<file path="config.mk">
export PLATFORM = sky130hd
export DESIGN_NAME = static_linked_list_engine_top
export DESIGN_NICKNAME = d
export VERILOG_FILES = /design/src/design/slle_pkg.sv /design/src/design/slle_ctrl.sv /design/src/design/slle_datapath.sv /design/src/design/static_linked_list_engine_top.sv
export SDC_FILE = /design/constraint.sdc
export NUM_CORES = 1
export LEC_CHECK = 0
export BUFFER_PORTS_ARGS = -buffer_cell sky130_fd_sc_hd__clkbuf_2
export CAP_MARGIN = 30
export CORE_MARGIN = 2
export CORE_UTILIZATION = 45
export DETAILED_ROUTE_END_ITERATION = 6
export SYNTH_ARGS = -nofsm -noshare
export SYNTH_HDL_FRONTEND = slang
export SYNTH_SLANG_ARGS = --single-unit
</file>
<file path="constraint.sdc">
create_clock -name clk -period 5.85 [get_ports clk]
set_clock_uncertainty 0.2 [all_clocks]
set_input_delay 0.2925 -clock clk [delete_from_list [all_inputs] [get_ports clk]]
set_output_delay 0.2925 -clock clk [all_outputs]
set_load 0.005 [all_outputs]
</file>
<file path="src/design/slle_pkg.sv">
// ----------------------------------------------------------------------------
// slle_pkg
// Shared types and codes for the static linked list engine: opcodes, status
// codes, controller states, datapath actions and the transaction structs.
// ----------------------------------------------------------------------------
package slle_pkg;

  typedef enum logic [2:0] {
    OP_ADD_HEAD  = 3'd0,
    OP_ADD_AFTER = 3'd1,
    OP_ADD_TAIL  = 3'd2,
    OP_DEL_HEAD  = 3'd3,
    OP_DEL_AFTER = 3'd4,
    OP_DEL_TAIL  = 3'd5,
    OP_CLEAR     = 3'd6,
    OP_WALK      = 3'd7
  } opcode_t;

  typedef enum logic [1:0] {
    ST_OK     = 2'd0,
    ST_FULL   = 2'd1,
    ST_EMPTY  = 2'd2,
    ST_UNUSED = 2'd3
  } status_t;

  typedef enum logic [4:0] {
    S_IDLE,
    S_DECODE,
    S_SCAN,
    S_ADD_HEAD,
    S_ADD_LINK,
    S_ADD_FIX,
    S_TAIL_CHK,
    S_TAIL_ADV,
    S_DH_WAIT,
    S_DEL_HEAD,
    S_DA_WAIT,
    S_DA_ADV,
    S_DA_WAIT2,
    S_DEL_AFTER,
    S_LT_FIRST,
    S_LT_CHK,
    S_LT_ADV,
    S_WALK_RD,
    S_WALK_EMIT,
    S_RESP
  } state_t;

  typedef enum logic [3:0] {
    A_NONE,
    A_LATCH,
    A_CUR_HEAD,
    A_CUR_PIDX,
    A_CUR_NEXT,
    A_SCAN_STEP,
    A_ADD_HEAD,
    A_ADD_LINK,
    A_ADD_FIX,
    A_DEL_HEAD,
    A_DEL_AFTER,
    A_CLEAR
  } act_t;

  typedef enum logic [1:0] {
    RS_ZERO,
    RS_CUR,
    RS_SCAN
  } slot_sel_t;

  typedef struct packed {
    logic [2:0]  opcode;
    logic [3:0]  slot_index;
    logic [31:0] entry_data;
  } in_item_t;

  typedef struct packed {
    logic [1:0]  status;
    logic [4:0]  element_count;
    logic [3:0]  result_slot;
    logic [31:0] result_data;
    logic        last_result;
  } out_item_t;

  typedef struct packed {
    act_t      act;
    logic      emit;
    status_t   res_st;
    slot_sel_t res_slot;
    logic      res_walk;
  } dp_cmd_t;

  typedef struct packed {
    opcode_t op;
    logic    full;
    logic    empty;
    logic    pidx_ok;
    logic    pidx_tail;
    logic    cur_tail;
    logic    scan_hit;
  } dp_stat_t;

endpackage

</file>
<file path="src/design/slle_ctrl.sv">
// ----------------------------------------------------------------------------
// slle_ctrl
// Command sequencer: decodes the latched opcode and steps the datapath through
// scans, link walks and table updates, one action per cycle.
// ----------------------------------------------------------------------------
module slle_ctrl (
  input  logic               clk,
  input  logic               rst_n,
  input  logic               start,
  output logic               busy,
  input  slle_pkg::dp_stat_t stat,
  output slle_pkg::dp_cmd_t  cmd
);

  slle_pkg::state_t  state_r;
  slle_pkg::state_t  state_nxt;

  slle_pkg::act_t    dec_act;
  logic              dec_err;
  slle_pkg::status_t dec_code;
  slle_pkg::state_t  dec_go;

  always_ff @(posedge clk) begin
    if (!rst_n) begin
      state_r <= slle_pkg::S_IDLE;
    end else begin
      state_r <= state_nxt;
    end
  end

  assign busy = (state_r != slle_pkg::S_IDLE);

  // first look at a fresh command: error checks and the first action
  always_comb begin
    dec_act  = slle_pkg::A_NONE;
    dec_err  = 1'b0;
    dec_code = slle_pkg::ST_OK;
    dec_go   = slle_pkg::S_IDLE;
    unique case (stat.op)
      slle_pkg::OP_ADD_HEAD: begin
        if (stat.full) begin
          dec_err  = 1'b1;
          dec_code = slle_pkg::ST_FULL;
        end else begin
          dec_go = slle_pkg::S_SCAN;
        end
      end
      slle_pkg::OP_ADD_AFTER: begin
        priority if (stat.full) begin
          dec_err  = 1'b1;
          dec_code = slle_pkg::ST_FULL;
        end else if (!stat.pidx_ok) begin
          dec_err  = 1'b1;
          dec_code = slle_pkg::ST_UNUSED;
        end else begin
          dec_act = slle_pkg::A_CUR_PIDX;
          dec_go  = slle_pkg::S_SCAN;
        end
      end
      slle_pkg::OP_ADD_TAIL: begin
        priority if (stat.empty) begin
          dec_go = slle_pkg::S_SCAN;
        end else if (stat.full) begin
          dec_err  = 1'b1;
          dec_code = slle_pkg::ST_FULL;
        end else begin
          dec_act = slle_pkg::A_CUR_HEAD;
          dec_go  = slle_pkg::S_TAIL_CHK;
        end
      end
      slle_pkg::OP_DEL_HEAD: begin
        if (stat.empty) begin
          dec_err  = 1'b1;
          dec_code = slle_pkg::ST_EMPTY;
        end else begin
          dec_act = slle_pkg::A_CUR_HEAD;
          dec_go  = slle_pkg::S_DH_WAIT;
        end
      end
      slle_pkg::OP_DEL_AFTER: begin
        priority if (!stat.pidx_ok) begin
          dec_err  = 1'b1;
          dec_code = slle_pkg::ST_UNUSED;
        end else if (stat.pidx_tail) begin
          dec_err  = 1'b1;
          dec_code = slle_pkg::ST_EMPTY;
        end else begin
          dec_act = slle_pkg::A_CUR_PIDX;
          dec_go  = slle_pkg::S_DA_WAIT;
        end
      end
      slle_pkg::OP_DEL_TAIL: begin
        if (stat.empty) begin
          dec_err  = 1'b1;
          dec_code = slle_pkg::ST_EMPTY;
        end else begin
          dec_act = slle_pkg::A_CUR_HEAD;
          dec_go  = slle_pkg::S_LT_FIRST;
        end
      end
      slle_pkg::OP_CLEAR: begin
        dec_act = slle_pkg::A_CLEAR;
        dec_go  = slle_pkg::S_RESP;
      end
      slle_pkg::OP_WALK: begin
        if (stat.empty) begin
          dec_err  = 1'b1;
          dec_code = slle_pkg::ST_EMPTY;
        end else begin
          dec_act = slle_pkg::A_CUR_HEAD;
          dec_go  = slle_pkg::S_WALK_RD;
        end
      end
      default: begin
        dec_act = slle_pkg::A_NONE;
      end
    endcase
  end

  // next state
  always_comb begin
    state_nxt = state_r;
    unique case (state_r)
      slle_pkg::S_IDLE: begin
        if (start) state_nxt = slle_pkg::S_DECODE;
      end
      slle_pkg::S_DECODE:   state_nxt = dec_go;
      slle_pkg::S_SCAN: begin
        if (stat.scan_hit) begin
          if (stat.op == slle_pkg::OP_ADD_HEAD ||
              (stat.op == slle_pkg::OP_ADD_TAIL && stat.empty)) begin
            state_nxt = slle_pkg::S_ADD_HEAD;
          end else begin
            state_nxt = slle_pkg::S_ADD_LINK;
          end
        end
      end
      slle_pkg::S_ADD_HEAD: state_nxt = slle_pkg::S_RESP;
      slle_pkg::S_ADD_LINK: state_nxt = slle_pkg::S_ADD_FIX;
      slle_pkg::S_ADD_FIX:  state_nxt = slle_pkg::S_RESP;
      slle_pkg::S_TAIL_CHK: begin
        state_nxt = stat.cur_tail ? slle_pkg::S_SCAN : slle_pkg::S_TAIL_ADV;
      end
      slle_pkg::S_TAIL_ADV:  state_nxt = slle_pkg::S_TAIL_CHK;
      slle_pkg::S_DH_WAIT:   state_nxt = slle_pkg::S_DEL_HEAD;
      slle_pkg::S_DEL_HEAD:  state_nxt = slle_pkg::S_RESP;
      slle_pkg::S_DA_WAIT:   state_nxt = slle_pkg::S_DA_ADV;
      slle_pkg::S_DA_ADV:    state_nxt = slle_pkg::S_DA_WAIT2;
      slle_pkg::S_DA_WAIT2:  state_nxt = slle_pkg::S_DEL_AFTER;
      slle_pkg::S_DEL_AFTER: state_nxt = slle_pkg::S_RESP;
      slle_pkg::S_LT_FIRST: begin
        state_nxt = stat.cur_tail ? slle_pkg::S_DEL_HEAD : slle_pkg::S_LT_ADV;
      end
      slle_pkg::S_LT_ADV:    state_nxt = slle_pkg::S_LT_CHK;
      slle_pkg::S_LT_CHK: begin
        state_nxt = stat.cur_tail ? slle_pkg::S_DEL_AFTER : slle_pkg::S_LT_ADV;
      end
      slle_pkg::S_WALK_RD:   state_nxt = slle_pkg::S_WALK_EMIT;
      slle_pkg::S_WALK_EMIT: begin
        state_nxt = stat.cur_tail ? slle_pkg::S_IDLE : slle_pkg::S_WALK_RD;
      end
      slle_pkg::S_RESP:      state_nxt = slle_pkg::S_IDLE;
      default:               state_nxt = slle_pkg::S_IDLE;
    endcase
  end

  // datapath commands
  always_comb begin
    cmd = '0;
    unique case (state_r)
      slle_pkg::S_IDLE: begin
        if (start) cmd.act = slle_pkg::A_LATCH;
      end
      slle_pkg::S_DECODE: begin
        cmd.act    = dec_act;
        cmd.emit   = dec_err;
        cmd.res_st = dec_code;
      end
      slle_pkg::S_SCAN:      cmd.act = slle_pkg::A_SCAN_STEP;
      slle_pkg::S_ADD_HEAD:  cmd.act = slle_pkg::A_ADD_HEAD;
      slle_pkg::S_ADD_LINK:  cmd.act = slle_pkg::A_ADD_LINK;
      slle_pkg::S_ADD_FIX:   cmd.act = slle_pkg::A_ADD_FIX;
      slle_pkg::S_TAIL_ADV,
      slle_pkg::S_DA_ADV,
      slle_pkg::S_LT_ADV:    cmd.act = slle_pkg::A_CUR_NEXT;
      slle_pkg::S_DEL_HEAD:  cmd.act = slle_pkg::A_DEL_HEAD;
      slle_pkg::S_DEL_AFTER: cmd.act = slle_pkg::A_DEL_AFTER;
      slle_pkg::S_WALK_EMIT: begin
        cmd.emit     = 1'b1;
        cmd.res_slot = slle_pkg::RS_CUR;
        cmd.res_walk = 1'b1;
        cmd.act      = stat.cur_tail ? slle_pkg::A_NONE : slle_pkg::A_CUR_NEXT;
      end
      slle_pkg::S_RESP: begin
        cmd.emit = 1'b1;
        if (stat.op == slle_pkg::OP_ADD_HEAD || stat.op == slle_pkg::OP_ADD_AFTER ||
            stat.op == slle_pkg::OP_ADD_TAIL) begin
          cmd.res_slot = slle_pkg::RS_SCAN;
        end else if (stat.op == slle_pkg::OP_CLEAR) begin
          cmd.res_slot = slle_pkg::RS_ZERO;
        end else begin
          cmd.res_slot = slle_pkg::RS_CUR;
        end
      end
      default: cmd.act = slle_pkg::A_NONE;
    endcase
  end

endmodule

</file>
<file path="src/design/slle_datapath.sv">
// ----------------------------------------------------------------------------
// slle_datapath
// Slot table (used and tail marks in flops, next links and data words in
// memories with registered reads), list head and count, walk pointers and the
// result register.
// ----------------------------------------------------------------------------
module slle_datapath #(
  parameter int SLOTS      = 16,
  parameter int DATA_WIDTH = 32
) (
  input  logic                clk,
  input  logic                rst_n,
  input  slle_pkg::in_item_t  in_item,
  input  slle_pkg::dp_cmd_t   cmd,
  output slle_pkg::dp_stat_t  stat,
  output logic                out_valid,
  output slle_pkg::out_item_t out_item
);

  localparam int SW = $clog2(SLOTS);
  localparam int CW = $clog2(SLOTS + 1);

  slle_pkg::opcode_t     op_r;
  logic [3:0]            pidx_r;
  logic [DATA_WIDTH-1:0] din_r;
  logic [SW-1:0]         cur_r;
  logic [SW-1:0]         prev_r;
  logic [SW-1:0]         scan_r;
  logic [SW-1:0]         head_r;
  logic                  empty_r;
  logic [CW-1:0]         total_r;
  logic [SLOTS-1:0]      used_r;
  logic [SLOTS-1:0]      tail_r;

  logic [SW-1:0]         next_mem [SLOTS];
  logic [DATA_WIDTH-1:0] data_mem [SLOTS];
  logic [SW-1:0]         nrd_r;
  logic [DATA_WIDTH-1:0] drd_r;

  logic                  out_valid_r;
  slle_pkg::out_item_t   out_r;

  logic [DATA_WIDTH+31:0] din_ext;
  logic [DATA_WIDTH+31:0] dout_ext;
  logic [SW+3:0]          pidx_ext;
  logic [SW-1:0]          pslot;
  logic [CW+4:0]          total_ext;
  logic [SW+3:0]          slot_ext;
  logic [SW-1:0]          res_slot;

  logic                  nw_en;
  logic [SW-1:0]         nw_addr;
  logic [SW-1:0]         nw_data;
  logic                  dw_en;

  assign din_ext   = {{DATA_WIDTH{1'b0}}, in_item.entry_data};
  assign dout_ext  = {32'd0, drd_r};
  assign pidx_ext  = {{SW{1'b0}}, pidx_r};
  assign pslot     = pidx_ext[SW-1:0];
  assign total_ext = {5'd0, total_r};

  always_comb begin
    stat.op        = op_r;
    stat.full      = (total_r == CW'(SLOTS));
    stat.empty     = empty_r;
    // an index beyond the table is reported the same as an unused slot
    stat.pidx_ok   = ({28'd0, pidx_r} < 32'(SLOTS)) && used_r[pslot];
    stat.pidx_tail = tail_r[pslot];
    stat.cur_tail  = tail_r[cur_r];
    stat.scan_hit  = !used_r[scan_r];
  end

  // link memory write port
  always_comb begin
    nw_en   = 1'b0;
    nw_addr = scan_r;
    nw_data = nrd_r;
    unique case (cmd.act)
      slle_pkg::A_ADD_HEAD: begin
        nw_en   = !empty_r;
        nw_addr = scan_r;
        nw_data = head_r;
      end
      slle_pkg::A_ADD_LINK: begin
        nw_en   = 1'b1;
        nw_addr = scan_r;
        nw_data = nrd_r;
      end
      slle_pkg::A_ADD_FIX: begin
        nw_en   = 1'b1;
        nw_addr = cur_r;
        nw_data = scan_r;
      end
      slle_pkg::A_DEL_AFTER: begin
        nw_en   = 1'b1;
        nw_addr = prev_r;
        nw_data = nrd_r;
      end
      default: nw_en = 1'b0;
    endcase
  end

  assign dw_en = (cmd.act == slle_pkg::A_ADD_HEAD) || (cmd.act == slle_pkg::A_ADD_LINK);

  always_ff @(posedge clk) begin
    if (nw_en) next_mem[nw_addr] <= nw_data;
    if (dw_en) data_mem[scan_r] <= din_r;
    nrd_r <= next_mem[cur_r];
    drd_r <= data_mem[cur_r];
  end

  // command registers and walk pointers
  always_ff @(posedge clk) begin
    unique case (cmd.act)
      slle_pkg::A_LATCH: begin
        op_r   <= slle_pkg::opcode_t'(in_item.opcode);
        pidx_r <= in_item.slot_index;
        din_r  <= din_ext[DATA_WIDTH-1:0];
        scan_r <= '0;
      end
      slle_pkg::A_CUR_HEAD: cur_r <= head_r;
      slle_pkg::A_CUR_PIDX: cur_r <= pslot;
      slle_pkg::A_CUR_NEXT: begin
        prev_r <= cur_r;
        cur_r  <= nrd_r;
      end
      slle_pkg::A_SCAN_STEP: begin
        if (used_r[scan_r]) scan_r <= scan_r + 1'b1;
      end
      default: begin
      end
    endcase
  end

  // list state
  always_ff @(posedge clk) begin
    if (!rst_n) begin
      head_r  <= '0;
      empty_r <= 1'b1;
      total_r <= '0;
      used_r  <= '0;
      tail_r  <= '0;
    end else begin
      unique case (cmd.act)
        slle_pkg::A_ADD_HEAD: begin
          used_r[scan_r] <= 1'b1;
          tail_r[scan_r] <= empty_r;
          total_r        <= total_r + 1'b1;
          head_r         <= scan_r;
          empty_r        <= 1'b0;
        end
        slle_pkg::A_ADD_LINK: begin
          used_r[scan_r] <= 1'b1;
          tail_r[scan_r] <= tail_r[cur_r];
          tail_r[cur_r]  <= 1'b0;
          total_r        <= total_r + 1'b1;
        end
        slle_pkg::A_DEL_HEAD: begin
          if (tail_r[cur_r]) begin
            empty_r <= 1'b1;
            head_r  <= '0;
          end else begin
            head_r <= nrd_r;
          end
          used_r[cur_r] <= 1'b0;
          tail_r[cur_r] <= 1'b0;
          total_r       <= total_r - 1'b1;
        end
        slle_pkg::A_DEL_AFTER: begin
          tail_r[prev_r] <= tail_r[cur_r];
          used_r[cur_r]  <= 1'b0;
          tail_r[cur_r]  <= 1'b0;
          total_r        <= total_r - 1'b1;
        end
        slle_pkg::A_CLEAR: begin
          head_r  <= '0;
          empty_r <= 1'b1;
          total_r <= '0;
          used_r  <= '0;
          tail_r  <= '0;
        end
        default: begin
        end
      endcase
    end
  end

  // result register
  always_comb begin
    unique case (cmd.res_slot)
      slle_pkg::RS_CUR:  res_slot = cur_r;
      slle_pkg::RS_SCAN: res_slot = scan_r;
      default:           res_slot = '0;
    endcase
  end

  assign slot_ext = {4'd0, res_slot};

  always_ff @(posedge clk) begin
    if (!rst_n) begin
      out_valid_r <= 1'b0;
    end else begin
      out_valid_r <= cmd.emit;
    end
  end

  always_ff @(posedge clk) begin
    if (cmd.emit) begin
      out_r.status        <= cmd.res_st;
      out_r.element_count <= total_ext[4:0];
      out_r.result_slot   <= slot_ext[3:0];
      out_r.result_data   <= cmd.res_walk ? dout_ext[31:0] : 32'd0;
      out_r.last_result   <= cmd.res_walk ? tail_r[cur_r] : 1'b1;
    end
  end

  assign out_valid = out_valid_r;
  assign out_item  = out_r;

endmodule

</file>
<file path="src/design/static_linked_list_engine_top.sv">
// ----------------------------------------------------------------------------
// static_linked_list_engine_top
// Singly linked list kept in a fixed slot table; add, delete, clear and walk.
// ----------------------------------------------------------------------------
// latency from accept to out_valid depends on the command: errors report straight from decode;
// clear resets the table, then responds; add head and add after scan for a free slot; add tail
// first follows the links to the tail, then runs the one-slot-a-cycle free scan; deletes
// read the links they need; walk gives one result per element in list order, last_result on the tail
// throughput: one command at a time; busy falls as the last result is registered
// reset: synchronous, clears to an empty list; out_valid strobes, receiver cannot stall
module static_linked_list_engine_top #(
  parameter int SLOTS      = 16,
  parameter int DATA_WIDTH = 32
) (
  input  logic                clk,
  input  logic                rst_n,
  input  logic                start,
  output logic                busy,
  input  slle_pkg::in_item_t  in_item,
  output logic                out_valid,
  output slle_pkg::out_item_t out_item
);

  slle_pkg::dp_cmd_t  cmd;
  slle_pkg::dp_stat_t stat;

  slle_ctrl u_ctrl (
    .clk   (clk),
    .rst_n (rst_n),
    .start (start),
    .busy  (busy),
    .stat  (stat),
    .cmd   (cmd)
  );

  slle_datapath #(
    .SLOTS      (SLOTS),
    .DATA_WIDTH (DATA_WIDTH)
  ) u_datapath (
    .clk       (clk),
    .rst_n     (rst_n),
    .in_item   (in_item),
    .cmd       (cmd),
    .stat      (stat),
    .out_valid (out_valid),
    .out_item  (out_item)
  );

  // an accepted transaction keeps the engine busy on the next cycle
  a_accept_busy: assert property (@(posedge clk) disable iff (!rst_n)
    start && !busy |=> busy)
    else $error("engine not busy after accepting a transaction");

  // failed commands end at once and report no slot
  a_err_result: assert property (@(posedge clk) disable iff (!rst_n)
    out_valid && out_item.status != slle_pkg::ST_OK |->
      out_item.last_result && out_item.result_slot == 4'd0 &&
      out_item.result_data == 32'd0)
    else $error("error result is not a final, empty result");

  // a walk in progress still holds the engine
  a_walk_busy: assert property (@(posedge clk) disable iff (!rst_n)
    out_valid && !out_item.last_result |-> busy)
    else $error("non-final result while engine is idle");

endmodule
</file>
==> results of run 1 <==
synthesized netlist by cell type (9+ instances only):
cell	instances	area, sq um
sky130_fd_sc_hd__nand3_1	12	60.1
sky130_fd_sc_hd__a22oi_1	13	97.6
sky130_fd_sc_hd__nor3b_1	10	75.1
sky130_fd_sc_hd__nor2b_1	14	87.6
sky130_fd_sc_hd__nand2b_1	21	131
sky130_fd_sc_hd__edfxtp_1	671	20100
sky130_fd_sc_hd__a31oi_1	22	138
sky130_fd_sc_hd__buf_2	13	65.1
sky130_fd_sc_hd__inv_1	9	33.8
sky130_fd_sc_hd__dfxtp_1	84	1680
sky130_fd_sc_hd__and2_1	38	238
sky130_fd_sc_hd__or3_1	12	75.1
sky130_fd_sc_hd__ha_1	10	125
sky130_fd_sc_hd__nor3_1	16	80.1
sky130_fd_sc_hd__buf_1	23	86.3
sky130_fd_sc_hd__nor2_1	97	364
sky130_fd_sc_hd__mux4_2	191	4300
sky130_fd_sc_hd__nand2_1	80	300
sky130_fd_sc_hd__o21ai_0	58	290
sky130_fd_sc_hd__a21oi_1	60	300
sky130_fd_sc_hd__clkbuf_1	61	229
sky130_fd_sc_hd__o21a_1	32	240
sky130_fd_sc_hd__o22ai_1	10	62.6
critical path, stage by stage, from the launching register on:
cell	delay, ns
sky130_fd_sc_hd__dfxtp_1	0.98
sky130_fd_sc_hd__nand2b_1	0.30
sky130_fd_sc_hd__nor3_1	0.22
sky130_fd_sc_hd__buf_4	0.26
sky130_fd_sc_hd__nand2b_1	0.52
sky130_fd_sc_hd__o21ai_1	0.47
sky130_fd_sc_hd__a22o_1	0.26
sky130_fd_sc_hd__nand2_1	0.16
sky130_fd_sc_hd__nor2_1	0.32
area by class of cell:
type / instances / area, sq um / share of cell area, %
inverters: 10 / 37.5 / 0.106
well taps: 873 / 1090 / 3.10
clock buffers: 98 / 2140 / 6.07
clock inverters: 52 / 629 / 1.79
multi-input cells: 823 / 8280 / 23.5
repair buffers: 173 / 1240 / 3.51
flip-flops and latches: 755 / 21800 / 61.9
per-layer routing:
layer	vias to the layer above	wire [microns]	GRT usage, %
met3	121	3920	3.23
met1	8647	31500	30.0
li1	7157	-	-
met4	0	1940	6.59
met5	-	0	0
met2	598	36600	35.1
worst min path at each step:
stage / depth (start not counted) / to / startpoint
2_1_floorplan: 0 / u_datapath.din_r[0] / in_item[0]
3_3_place_gp: 1 / u_datapath.din_r[24] / in_item[24]
3_5_place_dp: 1 / u_datapath.din_r[16] / in_item[16]
4_1_cts: 2 / u_datapath.din_r[16] / in_item[16]
5_1_grt: 2 / u_datapath.din_r[16] / in_item[16]
6_report: 2 / u_datapath.din_r[24] / in_item[24]
state kept, by name, indices dropped and copies added, names as in the netlist, named ones only:
name / cells
u_datapath.prev_r: 4
u_datapath.out_valid: 1
u_datapath.head_r: 4
u_datapath.pidx_r: 4
u_datapath.nrd_r: 4
u_datapath.data_mem: 512
u_datapath.empty_r: 1
u_datapath.scan_r: 4
u_datapath.drd_r: 32
u_datapath.op_r: 3
u_ctrl.state_r: 5
u_datapath.next_mem: 64
u_datapath.total_r: 5
u_datapath.cur_r: 4
u_datapath.used_r: 16
u_datapath.out_item: 44
u_datapath.din_r: 32
placed cells by master, fill, tap and decap left out, types with 7 or more instances in the layout:
cell type	count
sky130_fd_sc_hd__edfxtp_1	671
sky130_fd_sc_hd__mux4_2	191
sky130_fd_sc_hd__dfxtp_1	84
sky130_fd_sc_hd__clkbuf_1	12
sky130_fd_sc_hd__o21a_1	32
sky130_fd_sc_hd__o21ai_0	58
sky130_fd_sc_hd__nand2_1	80
sky130_fd_sc_hd__o22ai_1	10
sky130_fd_sc_hd__nor2_1	80
sky130_fd_sc_hd__and2_1	38
sky130_fd_sc_hd__nand2b_1	21
sky130_fd_sc_hd__nand3_1	12
sky130_fd_sc_hd__nor2b_1	14
sky130_fd_sc_hd__clkbuf_2	87
sky130_fd_sc_hd__inv_1	9
sky130_fd_sc_hd__a22oi_1	13
sky130_fd_sc_hd__clkinv_2	15
sky130_fd_sc_hd__clkinvlp_4	7
sky130_fd_sc_hd__nor2_4	17
sky130_fd_sc_hd__bufinv_16	11
sky130_fd_sc_hd__buf_4	40
sky130_fd_sc_hd__nor3_1	16
sky130_fd_sc_hd__clkbuf_16	81
sky130_fd_sc_hd__ha_1	10
sky130_fd_sc_hd__a31oi_1	21
sky130_fd_sc_hd__or3_1	12
sky130_fd_sc_hd__dlygate4sd3_1	41
sky130_fd_sc_hd__nor3b_1	10
sky130_fd_sc_hd__a21oi_1	60
sky130_fd_sc_hd__clkinv_1	13
kinds of logic (layout without fill, tap and decap cells):
kind of cell / Yosys count / count (layout) / synth area share, %
flip-flops: 755 / 755 / 71.8
AND/OR/NAND/NOR: 333 / 333 / 5.47
AO/OA/AOI/OAI: 272 / 272 / 5.94
multiplexers: 202 / 202 / 14.7
buffers and inverters: 110 / 333 / 1.45
adder cells (fa/ha/maj): 11 / 11 / 0.477
XOR/XNOR: 5 / 5 / 0.144
per-stage QoR:
step                      hold slack (ns)  instances  area (sq um)  power [mW]  setup WS (ns)
after CTS                           0.117       2784         35300        16.2           1.85
after global placement              0.269       2589         32000        10.8           2.00
after detailed placement            0.271       2593         32100        10.9           1.88
after floorplan                     0.191       1688         30400        9.62           1.20
final                               0.168       2784         35300        16.0           1.81
after global routing                0.147       2784         35300        16.6           1.54
what timing repair did:
| action | 4_1_cts | 5_1_grt |
|---|---|---|
| hold endpoints to repair | 50 | 0 |
| endpoints found under the setup margin | 0 | 0 |
| hold buffers | 41 | 0 |
report_power, final:
| group | switching (mW) | internal [mW] | leakage (nW) | total, mW |
|---|---|---|---|---|
| sequential | 0.593 | 6.71 | 6.78 | 7.30 |
| combinational | 1.88 | 1.54 | 3.39 | 3.42 |
| clock | 2.15 | 3.12 | 1.34 | 5.28 |
==> impl_results.html, run 1 <==
<table>
<tr><th>Metric</th><th>Value</th></tr>
<tr><th colspan="2">Clock network</th></tr>
<tr><td>Total number of H-tree levels</td><td>3</td></tr>
<tr><td>Post-CTS Setup Repair Bufs</td><td>0</td></tr>
<tr><td>Clock Root Buffer</td><td>sky130_fd_sc_hd__clkbuf_16</td></tr>
<tr><td>TritonCTS clock tree</td><td>built</td></tr>
<tr><td>Quantity of gates resized following cts</td><td>0</td></tr>
<tr><td>Clock Sink Count</td><td>755</td></tr>
<tr><td>Num CTS Buffers</td><td>80</td></tr>
<tr><td>Insertion delay to the later sink of the worst-skew pair</td><td>0.63 ns</td></tr>
<tr><td>Largest buffer count on any clock path</td><td>3</td></tr>
<tr><td>Clock-pin slew on the worst setup and hold paths</td><td>0.06 ns</td></tr>
<tr><th colspan="2">Finish</th></tr>
<tr><td>Final core occ</td><td>52.6%</td></tr>
<tr><td>Fill cell count</td><td>5,384</td></tr>
<tr><td>Share of post-route cells with drive strength above 1</td><td>25.4%</td></tr>
<tr><td>Total Nets Final</td><td>1,896</td></tr>
<tr><td>Total inserted antenna cells</td><td>0</td></tr>
<tr><td>Synth-to-layout area growth</td><td>15.9%</td></tr>
<tr><th colspan="2">STA</th></tr>
<tr><td>Min Tclk post-route</td><td>4.04 ns</td></tr>
<tr><td>Total negative slack for setup checks</td><td>0 ns</td></tr>
<tr><td>Worst rel slew slack</td><td>32.1%</td></tr>
<tr><td>Number of slew-limit violations in the final report</td><td>0</td></tr>
<tr><td>Count of endpoints failing hold in the final timing report</td><td>0</td></tr>
<tr><td>Highest clock frequency the design can meet</td><td>248 MHz</td></tr>
<tr><td>Final cycle utilization of the critical path</td><td>69.0%</td></tr>
<tr><td>Final-report setup violation count</td><td>0</td></tr>
<tr><td>Unrepaired setup endpoints after global routing</td><td>false</td></tr>
<tr><td>Worst-Margin Slew</td><td>1.02 ns</td></tr>
<tr><th colspan="2">Synth</th></tr>
<tr><td>Yosys warning total</td><td>0</td></tr>
<tr><td>Gate Count Post-Synth</td><td>1,688</td></tr>
<tr><td>Synthesized Nets</td><td>1,741</td></tr>
<tr><td>Flip-flop cell with the highest count after synthesis</td><td>sky130_fd_sc_hd__edfxtp_1</td></tr>
<tr><td>Syn avg cell area</td><td>18.0 sq um</td></tr>
<tr><td>Post-Synthesis Cell Area</td><td>0.0304 sq mm</td></tr>
<tr><td>Register bit total from synthesis</td><td>755</td></tr>
<tr><td>Synth async-reset ratio</td><td>0%</td></tr>
<tr><td>Post-synth EDFFs</td><td>671</td></tr>
<tr><td>Share of the yosys chip area belonging to registers</td><td>71.8%</td></tr>
<tr><td>Unique masters post-synth</td><td>85</td></tr>
<tr><th colspan="2">Setup path</th></tr>
<tr><td>Worst-path maximum fanout</td><td>28</td></tr>
<tr><td>Crit path arrival time</td><td>4.13 ns</td></tr>
<tr><td>Type of element launching the critical path</td><td>flip-flop</td></tr>
<tr><td>Setup crit start</td><td>u_ctrl.state_r[0]</td></tr>
<tr><td>Critical path endpoint</td><td>u_datapath.next_mem[13][2]</td></tr>
<tr><td>Setup slack on the worst flop-to-flop path</td><td>1.81 ns</td></tr>
<tr><td>Worst endpoint required time</td><td>5.94 ns</td></tr>
<tr><td>Cell depth of the worst flop-to-flop path</td><td>8</td></tr>
<tr><td>Crit path capture type</td><td>flip-flop</td></tr>
<tr><td>Destination of the worst register-to-register timing path</td><td>u_datapath.next_mem[13][2]</td></tr>
<tr><td>WS Path Type</td><td>flip-flop to flip-flop</td></tr>
<tr><td>Worst R2R Start</td><td>u_ctrl.state_r[0]</td></tr>
<tr><th colspan="2">Floorplanning</th></tr>
<tr><td>Die height</td><td>264 microns</td></tr>
<tr><td>I/O pin cnt</td><td>88</td></tr>
<tr><td>Area of the core</td><td>0.0670 sq mm</td></tr>
<tr><td>Number of rows created at floorplan</td><td>95</td></tr>
<tr><td>Floorplan die width</td><td>264 microns</td></tr>
<tr><td>Initial core utilization</td><td>45.4%</td></tr>
<tr><td>Die Footprint</td><td>0.0697 sq mm</td></tr>
<tr><th colspan="2">Routing</th></tr>
<tr><td>Post-route antenna net violation count</td><td>0</td></tr>
<tr><td>DRC violation total after the first TritonRoute iteration</td><td>1,883</td></tr>
<tr><td>Via count</td><td>16,500</td></tr>
<tr><td>Final routed wirelength across all metal layers</td><td>73,900 microns</td></tr>
<tr><td>DRC viols</td><td>0</td></tr>
<tr><td>Detailed-routing iteration count for the pre-antenna-repair pass</td><td>5</td></tr>
<tr><td>Drt wl/cell</td><td>26.6 microns</td></tr>
<tr><td>Via density per instance</td><td>5.93</td></tr>
<tr><th colspan="2">Run</th></tr>
<tr><td>Number of violations of the max-capacitance limit</td><td>0</td></tr>
<tr><th colspan="2">Placed design</th></tr>
<tr><td>Gp weighted congestion</td><td>0.887</td></tr>
<tr><td>Placed wire-length estimate</td><td>43,400 microns</td></tr>
<tr><td>Total of buffers placed on input and output ports</td><td>87</td></tr>
<tr><th colspan="2">Global routing</th></tr>
<tr><td>Maximum number of pins on one net before global-route repair</td><td>109</td></tr>
<tr><td>Total gr overflow</td><td>0</td></tr>
<tr><td>First-pass GRT wire length</td><td>111,000 microns</td></tr>
<tr><td>Aggregate global-route resource usage</td><td>21.5%</td></tr>
<tr><td>Antenna violations before repair</td><td>0</td></tr>
<tr><td>Via count of the first global-routing pass</td><td>16,700</td></tr>
<tr><th colspan="2">Power and ir drop</th></tr>
<tr><td>Largest voltage drop on the vdd net</td><td>0.000299 V</td></tr>
<tr><td>Standby leakage power</td><td>11.5 nW</td></tr>
<tr><td>Power Density</td><td>454 mW/mm^2</td></tr>
<tr><th colspan="2">Hold path</th></tr>
<tr><td>Hold crit path type</td><td>input port to flip-flop</td></tr>
<tr><th colspan="2">Outcome</th></tr>
<tr><td>Outcome</td><td>finished, final reports clean</td></tr>
</table>
(Power assumes the default switching activity.)
==> run 2, diff against run 1 <==
==> constraint.sdc (replaced) <==
create_clock -name clk -period 4 [get_ports clk]
set_clock_uncertainty 0.2 [all_clocks]
set_input_delay 0.2 -clock clk [delete_from_list [all_inputs] [get_ports clk]]
set_output_delay 0.2 -clock clk [all_outputs]
set_load 0.005 [all_outputs]
==> impl_results.html, run 2 (synthesis gave the netlist of run 1 again) <==
<table>
<tr><th>Metric</th><th>Value</th></tr>
<tr><th colspan="2">Finish</th></tr>
<tr><td>Top register by number of flip-flops</td><td>u_datapath.data_mem</td></tr>
<tr><td>Total area of multi-input combinational cells</td><td>0.00828 sq mm</td></tr>
<tr><td>Synth-to-layout area growth</td><td>16.2%</td></tr>
<tr><td>Fill cell count</td><td>5,412</td></tr>
<tr><td>Share of post-route cells with drive strength above 1</td><td>25.1%</td></tr>
<tr><td>Most frequent cells in the layout</td><td>sky130_fd_sc_hd__edfxtp_1 (671), sky130_fd_sc_hd__mux4_2 (191), sky130_fd_sc_hd__clkbuf_2 (87)</td></tr>
<tr><td>Most common cell after layout, fill and taps aside</td><td>sky130_fd_sc_hd__edfxtp_1</td></tr>
<tr><td>Register area</td><td>0.0218 sq mm</td></tr>
<tr><td>Flip-flop count of the largest register after layout</td><td>512</td></tr>
<tr><td>Total inserted antenna cells</td><td>0</td></tr>
<tr><td>Number of cells in the finished layout apart from fillers</td><td>2,791</td></tr>
<tr><td>Total Nets Final</td><td>1,905</td></tr>
<tr><th colspan="2">Setup path</th></tr>
<tr><td>Setup slack on the worst flop-to-flop path</td><td>0.71 ns</td></tr>
<tr><td>Cell depth of the worst flop-to-flop path</td><td>8</td></tr>
<tr><td>Worst-path maximum fanout</td><td>26</td></tr>
<tr><td>WS Path Type</td><td>flip-flop to flip-flop</td></tr>
<tr><td>Destination of the worst register-to-register timing path</td><td>u_datapath.next_mem[0][2]</td></tr>
<tr><td>Worst endpoint required time</td><td>4.08 ns</td></tr>
<tr><td>Worst R2R Start</td><td>u_ctrl.state_r[3]</td></tr>
<tr><td>Crit path arrival time</td><td>3.38 ns</td></tr>
<tr><td>Crit path capture type</td><td>flip-flop</td></tr>
<tr><td>Type of element launching the critical path</td><td>flip-flop</td></tr>
<tr><th colspan="2">Placed design</th></tr>
<tr><td>Total instance count after detailed placement</td><td>2,600</td></tr>
<tr><td>Placed wire-length estimate</td><td>41,200 microns</td></tr>
<tr><td>Gp weighted congestion</td><td>0.880</td></tr>
<tr><td>Post-placement setup slack</td><td>0.722 ns</td></tr>
<tr><td>Total of buffers placed on input and output ports</td><td>87</td></tr>
<tr><th colspan="2">Global routing</th></tr>
<tr><td>Maximum number of pins on one net before global-route repair</td><td>123</td></tr>
<tr><td>First-pass GRT wire length</td><td>110,000 microns</td></tr>
<tr><td>Antenna violations before repair</td><td>1</td></tr>
<tr><td>Total gr overflow</td><td>0</td></tr>
<tr><td>Via count of the first global-routing pass</td><td>16,800</td></tr>
<tr><td>Aggregate global-route resource usage</td><td>21.3%</td></tr>
<tr><th colspan="2">Floorplanning</th></tr>
<tr><td>Area of the core</td><td>0.0670 sq mm</td></tr>
<tr><td>I/O pin cnt</td><td>88</td></tr>
<tr><td>Die height</td><td>264 microns</td></tr>
<tr><td>Die Footprint</td><td>0.0697 sq mm</td></tr>
<tr><td>Number of rows created at floorplan</td><td>95</td></tr>
<tr><td>Initial core utilization</td><td>45.4%</td></tr>
<tr><td>Floorplan die width</td><td>264 microns</td></tr>
<tr><th colspan="2">Routing</th></tr>
<tr><td>Detailed-routing iteration count for the pre-antenna-repair pass</td><td>5</td></tr>
<tr><td>Via density per instance</td><td>5.92</td></tr>
<tr><td>Post-route antenna net violation count</td><td>0</td></tr>
<tr><td>Via count</td><td>16,500</td></tr>
<tr><td>Drt wl/cell</td><td>26.2 microns</td></tr>
<tr><td>Final routed wirelength across all metal layers</td><td>73,100 microns</td></tr>
<tr><td>DRC violation total after the first TritonRoute iteration</td><td>1,756</td></tr>
<tr><td>DRC viols</td><td>0</td></tr>
<tr><th colspan="2">STA</th></tr>
<tr><td>Unrepaired setup endpoints after global routing</td><td>false</td></tr>
<tr><td>Count of endpoints failing hold in the final timing report</td><td>0</td></tr>
<tr><td>Final cycle utilization of the critical path</td><td>82.3%</td></tr>
<tr><td>Final WS setup</td><td>0.707 ns</td></tr>
<tr><td>Min Tclk post-route</td><td>3.29 ns</td></tr>
<tr><td>Worst hold margin</td><td>0.0768 ns</td></tr>
<tr><td>Number of slew-limit violations in the final report</td><td>0</td></tr>
<tr><td>Worst rel slew slack</td><td>40.5%</td></tr>
<tr><td>Highest clock frequency the design can meet</td><td>304 MHz</td></tr>
<tr><td>Worst-Margin Slew</td><td>0.891 ns</td></tr>
<tr><td>Final-report setup violation count</td><td>0</td></tr>
<tr><td>Total negative slack for setup checks</td><td>0 ns</td></tr>
<tr><th colspan="2">Power and ir drop</th></tr>
<tr><td>Power Density</td><td>648 mW/mm^2</td></tr>
<tr><td>Standby leakage power</td><td>11.5 nW</td></tr>
<tr><td>Largest voltage drop on the vdd net</td><td>0.000562 V</td></tr>
<tr><th colspan="2">Clock network</th></tr>
<tr><td>Post-CTS Setup Repair Bufs</td><td>0</td></tr>
<tr><td>Quantity of gates resized following cts</td><td>0</td></tr>
<tr><td>Largest buffer count on any clock path</td><td>3</td></tr>
<tr><td>Clock-pin slew on the worst setup and hold paths</td><td>0.06 ns</td></tr>
<tr><td>Clock Sink Count</td><td>755</td></tr>
<tr><td>TritonCTS clock tree</td><td>built</td></tr>
<tr><td>Clock Root Buffer</td><td>sky130_fd_sc_hd__clkbuf_16</td></tr>
<tr><td>Num CTS Buffers</td><td>80</td></tr>
<tr><td>Insertion delay to the later sink of the worst-skew pair</td><td>0.63 ns</td></tr>
<tr><td>Total number of H-tree levels</td><td>3</td></tr>
<tr><th colspan="2">Outcome</th></tr>
<tr><td>Outcome</td><td>finished, final reports clean</td></tr>
<tr><th colspan="2">Hold path</th></tr>
<tr><td>Depth of the worst hold-timing path</td><td>2</td></tr>
<tr><td>Terminating pin of the worst hold path</td><td>u_datapath.din_r[9]</td></tr>
<tr><td>Startpoint of the lowest-slack hold path</td><td>in_item[9]</td></tr>
<tr><td>Hold crit path type</td><td>input port to flip-flop</td></tr>
<tr><th colspan="2">Run</th></tr>
<tr><td>Number of violations of the max-capacitance limit</td><td>0</td></tr>
</table>
run 2: changes by cell type in the layout (fill, tap and decap cells not counted), moves of 5 or more:
cell,change
sky130_fd_sc_hd__clkbuf_8,+7
sky130_fd_sc_hd__clkinv_2,-5
sky130_fd_sc_hd__clkbuf_1,+15
sky130_fd_sc_hd__bufinv_16,-8
sky130_fd_sc_hd__buf_4,-8
sky130_fd_sc_hd__clkinvlp_4,-5
sky130_fd_sc_hd__buf_12,+16
sky130_fd_sc_hd__clkinv_1,-5
run 2: layout make-up:
| cell class | count | area share [%] |
|---|---|---|
| clock buffers | 119 | 6.42 |
| clock inverters | 29 | 0.892 |
| inverters | 10 | 0.106 |
| multi-input cells | 823 | 23.4 |
| flip-flops and latches | 755 | 61.8 |
| well taps | 873 | 3.09 |
| repair buffers | 182 | 4.31 |
run 2: critical path, stage by stage (launching register included):
cell and delay, ns:
sky130_fd_sc_hd__dfxtp_1 0.60, sky130_fd_sc_hd__or4b_1 0.59, sky130_fd_sc_hd__a31oi_1 0.19, sky130_fd_sc_hd__a41oi_1 0.08, sky130_fd_sc_hd__buf_4 0.22, sky130_fd_sc_hd__a221oi_1 0.28
sky130_fd_sc_hd__a21oi_1 0.13, sky130_fd_sc_hd__or2_1 0.32, sky130_fd_sc_hd__nor2_1 0.34
run 2: worst max path at each step:
stage	startpoint	endpoint	slack [ns]
2_1_floorplan	u_datapath.pidx_r[0]	u_datapath.out_item[0]	0.37
3_3_place_gp	u_ctrl.state_r[0]	u_datapath.next_mem[0][2]	0.87
3_5_place_dp	u_ctrl.state_r[3]	u_datapath.next_mem[0][2]	0.72
4_1_cts	u_ctrl.state_r[3]	u_datapath.next_mem[0][2]	0.72
5_1_grt	u_ctrl.state_r[3]	u_datapath.next_mem[11][0]	0.51
6_report	u_ctrl.state_r[3]	u_datapath.next_mem[0][2]	0.71
run 2: routing by layer:
metal	track usage (%)	wire length, microns
met5	0	0
met3	3.42	4240
met1	30.0	31100
met2	34.1	35500
met4	7.36	2290
run 2: through the flow:
stage | power (mW) | utilization [%] | cell area, sq um
after floorplan | 14.1 | - | 30400
after global placement | 15.8 | 48.2 | 32300
after detailed placement | 15.9 | 48.2 | 32300
after CTS | 23.1 | 52.7 | 35300
after global routing | 23.9 | 52.7 | 35400
final | 22.9 | 52.7 | 35400
run 2: timing repair:
item                                    4_1_cts  5_1_grt
hold endpoints to repair                     50        0
hold buffers                                 42        0
endpoints found under the setup margin        0        0
run 2: power breakdown:
group | total (mW) | leakage [nW] | switching, mW | internal, mW
Sequential | 10.6 | 6.78 | 0.792 | 9.82
Clock | 7.21 | 1.25 | 3.05 | 4.16
Combinational | 5.11 | 3.49 | 2.82 | 2.29
==> run 3, diff against run 2 <==
--- a/config.mk
+++ b/config.mk
@@ -5,6 +5,7 @@
 export SDC_FILE = /design/constraint.sdc
 export NUM_CORES = 1
 export LEC_CHECK = 0
+export ABC_AREA = 1
 export BUFFER_PORTS_ARGS = -buffer_cell sky130_fd_sc_hd__clkbuf_2
 export CAP_MARGIN = 30
 export CORE_MARGIN = 2
==> constraint.sdc (replaced) <==
create_clock -name clk -period 3.2 [get_ports clk]
set_clock_uncertainty 0.2 [all_clocks]
set_input_delay 0.16 -clock clk [delete_from_list [all_inputs] [get_ports clk]]
set_output_delay 0.16 -clock clk [all_outputs]
set_load 0.005 [all_outputs]
==> impl_results.html, run 3 <==
<table>
<tr><th>Metric</th><th>Value</th></tr>
<tr><th colspan="2">Floorplanning</th></tr>
<tr><td>Area of the core</td><td>0.0657 sq mm</td></tr>
<tr><td>I/O pin cnt</td><td>88</td></tr>
<tr><td>Number of rows created at floorplan</td><td>94</td></tr>
<tr><td>Initial core utilization</td><td>45.5%</td></tr>
<tr><td>Die Footprint</td><td>0.0686 sq mm</td></tr>
<tr><td>Die height</td><td>262 microns</td></tr>
<tr><td>Floorplan die width</td><td>262 microns</td></tr>
<tr><th colspan="2">Synth</th></tr>
<tr><td>Synthesized Nets</td><td>2,348</td></tr>
<tr><td>Most frequent cell after synthesis</td><td>sky130_fd_sc_hd__edfxtp_1</td></tr>
<tr><td>Share of the yosys chip area belonging to registers</td><td>72.9%</td></tr>
<tr><td>Flip-flop cell with the highest count after synthesis</td><td>sky130_fd_sc_hd__edfxtp_1</td></tr>
<tr><td>Register bit total from synthesis</td><td>755</td></tr>
<tr><td>Most area-consuming cells after synthesis</td><td>sky130_fd_sc_hd__edfxtp_1 (67%), sky130_fd_sc_hd__a22oi_1 (7.4%), sky130_fd_sc_hd__dfxtp_1 (5.6%)</td></tr>
<tr><td>Yosys warning total</td><td>0</td></tr>
<tr><td>Top cells by instance count after synthesis</td><td>sky130_fd_sc_hd__edfxtp_1 (671), sky130_fd_sc_hd__a22oi_1 (297), sky130_fd_sc_hd__nand2_1 (199)</td></tr>
<tr><td>Post-synth EDFFs</td><td>671</td></tr>
<tr><td>Area share of the leading cell type in the synthesized netlist</td><td>67.3%</td></tr>
<tr><td>Post-synthesis cell type with the largest combined area</td><td>sky130_fd_sc_hd__edfxtp_1</td></tr>
<tr><td>Syn avg cell area</td><td>13.0 sq um</td></tr>
<tr><td>Post-Synthesis Cell Area</td><td>0.0299 sq mm</td></tr>
<tr><td>Synth async-reset ratio</td><td>0%</td></tr>
<tr><td>Unique masters post-synth</td><td>45</td></tr>
<tr><td>Gate Count Post-Synth</td><td>2,295</td></tr>
<tr><th colspan="2">STA</th></tr>
<tr><td>Final-report setup violation count</td><td>0</td></tr>
<tr><td>Worst rel slew slack</td><td>38.0%</td></tr>
<tr><td>Number of slew-limit violations in the final report</td><td>0</td></tr>
<tr><td>Min Tclk post-route</td><td>2.83 ns</td></tr>
<tr><td>Unrepaired setup endpoints after global routing</td><td>false</td></tr>
<tr><td>Worst hold margin</td><td>0.0367 ns</td></tr>
<tr><td>Count of endpoints failing hold in the final timing report</td><td>0</td></tr>
<tr><td>Worst-Margin Slew</td><td>0.907 ns</td></tr>
<tr><td>Highest clock frequency the design can meet</td><td>354 MHz</td></tr>
<tr><td>Final cycle utilization of the critical path</td><td>88.4%</td></tr>
<tr><td>Final WS setup</td><td>0.372 ns</td></tr>
<tr><th colspan="2">Finish</th></tr>
<tr><td>Number of cells in the finished layout apart from fillers</td><td>3,386</td></tr>
<tr><td>Total inserted antenna cells</td><td>0</td></tr>
<tr><td>Synth-to-layout area growth</td><td>17.3%</td></tr>
<tr><td>Most frequent cells in the layout</td><td>sky130_fd_sc_hd__edfxtp_1 (671), sky130_fd_sc_hd__a22oi_1 (297), sky130_fd_sc_hd__nand2_1 (197)</td></tr>
<tr><td>Most common cell after layout, fill and taps aside</td><td>sky130_fd_sc_hd__edfxtp_1</td></tr>
<tr><td>Total Nets Final</td><td>2,514</td></tr>
<tr><td>Share of post-route cells with drive strength above 1</td><td>13.1%</td></tr>
<tr><td>Top register by number of flip-flops</td><td>u_datapath.data_mem</td></tr>
<tr><td>Cell area after layout</td><td>0.0351 sq mm</td></tr>
<tr><td>Flip-flop count of the largest register after layout</td><td>512</td></tr>
<tr><th colspan="2">Clock network</th></tr>
<tr><td>TritonCTS clock tree</td><td>built</td></tr>
<tr><td>Clock-pin slew on the worst setup and hold paths</td><td>0.06 ns</td></tr>
<tr><td>Total number of H-tree levels</td><td>3</td></tr>
<tr><td>Clock Root Buffer</td><td>sky130_fd_sc_hd__clkbuf_16</td></tr>
<tr><td>Quantity of gates resized following cts</td><td>0</td></tr>
<tr><td>Num CTS Buffers</td><td>77</td></tr>
<tr><td>Insertion delay to the later sink of the worst-skew pair</td><td>0.63 ns</td></tr>
<tr><td>Clock Sink Count</td><td>755</td></tr>
<tr><td>Largest buffer count on any clock path</td><td>3</td></tr>
<tr><td>Post-CTS Setup Repair Bufs</td><td>0</td></tr>
<tr><td>Hold buffers post-CTS</td><td>43</td></tr>
<tr><th colspan="2">Run</th></tr>
<tr><td>Number of violations of the max-capacitance limit</td><td>0</td></tr>
<tr><th colspan="2">Placed design</th></tr>
<tr><td>Post-placement setup slack</td><td>0.437 ns</td></tr>
<tr><td>Total instance count after detailed placement</td><td>3,203</td></tr>
<tr><td>Dpl cell area</td><td>0.0320 sq mm</td></tr>
<tr><td>Gp weighted congestion</td><td>0.954</td></tr>
<tr><td>Placed wire-length estimate</td><td>47,000 microns</td></tr>
<tr><td>Total of buffers placed on input and output ports</td><td>87</td></tr>
<tr><th colspan="2">Setup path</th></tr>
<tr><td>WS Path Type</td><td>flip-flop to flip-flop</td></tr>
<tr><td>Critical path endpoint</td><td>u_datapath.data_mem[12][0]</td></tr>
<tr><td>Worst endpoint required time</td><td>3.31 ns</td></tr>
<tr><td>Crit-path max cell delay</td><td>0.69 ns</td></tr>
<tr><td>Crit path capture type</td><td>flip-flop</td></tr>
<tr><td>Type of element launching the critical path</td><td>flip-flop</td></tr>
<tr><td>CP cell instances</td><td>nor2_1 &gt; nand3_1 &gt; nor2_1 &gt; inv_2 &gt; nand2_1 &gt; inv_1 &gt; buf_12 &gt; nor2_4 &gt; buf_12</td></tr>
<tr><td>Worst R2R Start</td><td>u_ctrl.state_r[0]</td></tr>
<tr><td>Worst-path maximum fanout</td><td>18</td></tr>
<tr><td>Setup slack on the worst flop-to-flop path</td><td>0.37 ns</td></tr>
<tr><td>Destination of the worst register-to-register timing path</td><td>u_datapath.data_mem[12][0]</td></tr>
<tr><td>Slowest stage cell, crit path</td><td>sky130_fd_sc_hd__nor2_4</td></tr>
<tr><td>Setup crit start</td><td>u_ctrl.state_r[0]</td></tr>
<tr><td>Crit path arrival time</td><td>2.94 ns</td></tr>
<tr><td>Cell depth of the worst flop-to-flop path</td><td>9</td></tr>
<tr><th colspan="2">Outcome</th></tr>
<tr><td>Violated checks</td><td>design-rule violations</td></tr>
<tr><td>Outcome</td><td>finished, violations left</td></tr>
<tr><th colspan="2">Power and ir drop</th></tr>
<tr><td>Fraction of power consumed by the clock network</td><td>33.5%</td></tr>
<tr><td>Power Density</td><td>801 mW/mm^2</td></tr>
<tr><td>Fraction of power spent switching nets</td><td>30.4%</td></tr>
<tr><td>Standby leakage power</td><td>11.9 nW</td></tr>
<tr><td>Cell Int Power</td><td>19.6 mW</td></tr>
<tr><td>Share of power burned in combinational logic</td><td>19.7%</td></tr>
<tr><td>Sequential group share of total power</td><td>46.7%</td></tr>
<tr><td>Largest voltage drop on the vdd net</td><td>0.000558 V</td></tr>
<tr><td>Switching power total</td><td>8.55 mW</td></tr>
<tr><td>Post-layout power</td><td>28.1 mW</td></tr>
<tr><th colspan="2">Global routing</th></tr>
<tr><td>First-pass GRT wire length</td><td>123,000 microns</td></tr>
<tr><td>Via count of the first global-routing pass</td><td>19,500</td></tr>
<tr><td>Aggregate global-route resource usage</td><td>24.2%</td></tr>
<tr><td>Antenna violations before repair</td><td>0</td></tr>
<tr><td>Total gr overflow</td><td>0</td></tr>
<tr><td>Maximum number of pins on one net before global-route repair</td><td>115</td></tr>
<tr><th colspan="2">Routing</th></tr>
<tr><td>DRC viols</td><td>1</td></tr>
<tr><td>Via density per instance</td><td>5.89</td></tr>
<tr><td>Wire length the detailed router placed on met1</td><td>35,600 microns</td></tr>
<tr><td>Final routed wirelength across all metal layers</td><td>83,000 microns</td></tr>
<tr><td>DRC violation total after the first TritonRoute iteration</td><td>2,346</td></tr>
<tr><td>WL met3</td><td>5600 microns</td></tr>
<tr><td>Top routing layer in use</td><td>met4</td></tr>
<tr><td>Via count</td><td>19,900</td></tr>
<tr><td>Post-route antenna net violation count</td><td>0</td></tr>
<tr><td>Drt wl/cell</td><td>24.5 microns</td></tr>
<tr><td>Detailed-routing iteration count for the pre-antenna-repair pass</td><td>7</td></tr>
<tr><td>Amount of wire on met2 after detailed routing</td><td>39,800 microns</td></tr>
<tr><th colspan="2">Hold path</th></tr>
<tr><td>Hold crit path type</td><td>input port to flip-flop</td></tr>
</table>
[run 3: cell count changes in the layout (fill, tap and decap cells not counted), moves of 99 or more]
cell	before	now
sky130_fd_sc_hd__a21oi_1	60	192
sky130_fd_sc_hd__inv_1	9	161
sky130_fd_sc_hd__nand2_1	80	197
sky130_fd_sc_hd__a22oi_1	13	297
sky130_fd_sc_hd__mux4_2	191	0
sky130_fd_sc_hd__nand3_1	12	111
[run 3: how the worst min path moves through the flow]
stage | startpoint | to | slack (ns) | cells past startpoint
5_1_grt | in_item[14] | u_datapath.din_r[14] | 0.03 | 2
3_3_place_gp | in_item[3] | u_datapath.din_r[3] | 0.14 | 1
6_report | in_item[14] | u_datapath.din_r[14] | 0.04 | 2
3_5_place_dp | in_item[14] | u_datapath.din_r[14] | 0.14 | 1
2_1_floorplan | in_item[0] | u_datapath.din_r[0] | 0.06 | 0
4_1_cts | in_item[13] | u_datapath.din_r[13] | 0.0009 | 2
[run 3: layout make-up]
cell class	instances	area, sq um
timing repair buffer	208	1760
fill	5440	30600
inverter	175	659
multi-input combinational	1244	7100
clock buffer	110	2210
tap	864	1080
sequential	755	21800
clock inverter	30	477
[run 3: metal layers]
metal / up-vias / global-route usage [%]
li1: 8975 / -
met4: 0 / 7.71
met5: - / 0
met2: 834 / 39.5
met3: 130 / 3.70
met1: 10000 / 33.6
[run 3: kinds of logic after synthesis]
| logic type | after synthesis | synth area share (%) |
|---|---|---|
| compound gates | 656 | 14.0 |
| flops | 755 | 72.9 |
| buf+inv | 296 | 3.87 |
| xor+xnor | 5 | 0.146 |
| simple gates | 572 | 8.54 |
| fa+ha+maj | 11 | 0.485 |
[run 3: critical path: cells and delay by family (launching register included)]
kind                   cells  cell delay (ns)
flip-flops                 1             0.37
AND/OR/NAND/NOR            5             1.31
buffers and inverters      4             0.60
[run 3: metrics by stage]
stage | setup TNS, ns | utilization (%)
detailed placement | 0 | 48.7
finish | 0 | 53.4
floorplan | -22.54 | -
global placement | 0 | 48.6
global route | 0 | 53.4
CTS | 0 | 53.4
[run 3: power by group through the flow]
stage / clock network, mW / logic (mW) / registers [mW]
after CTS: 9.58 / 5.52 / 13.1
after floorplan: 0 / 3.33 / 13.0
after detailed placement: 0 / 5.45 / 13.3
final: 9.44 / 5.55 / 13.1
after global placement: 0 / 5.41 / 13.3
after global routing: 9.95 / 6.07 / 13.3
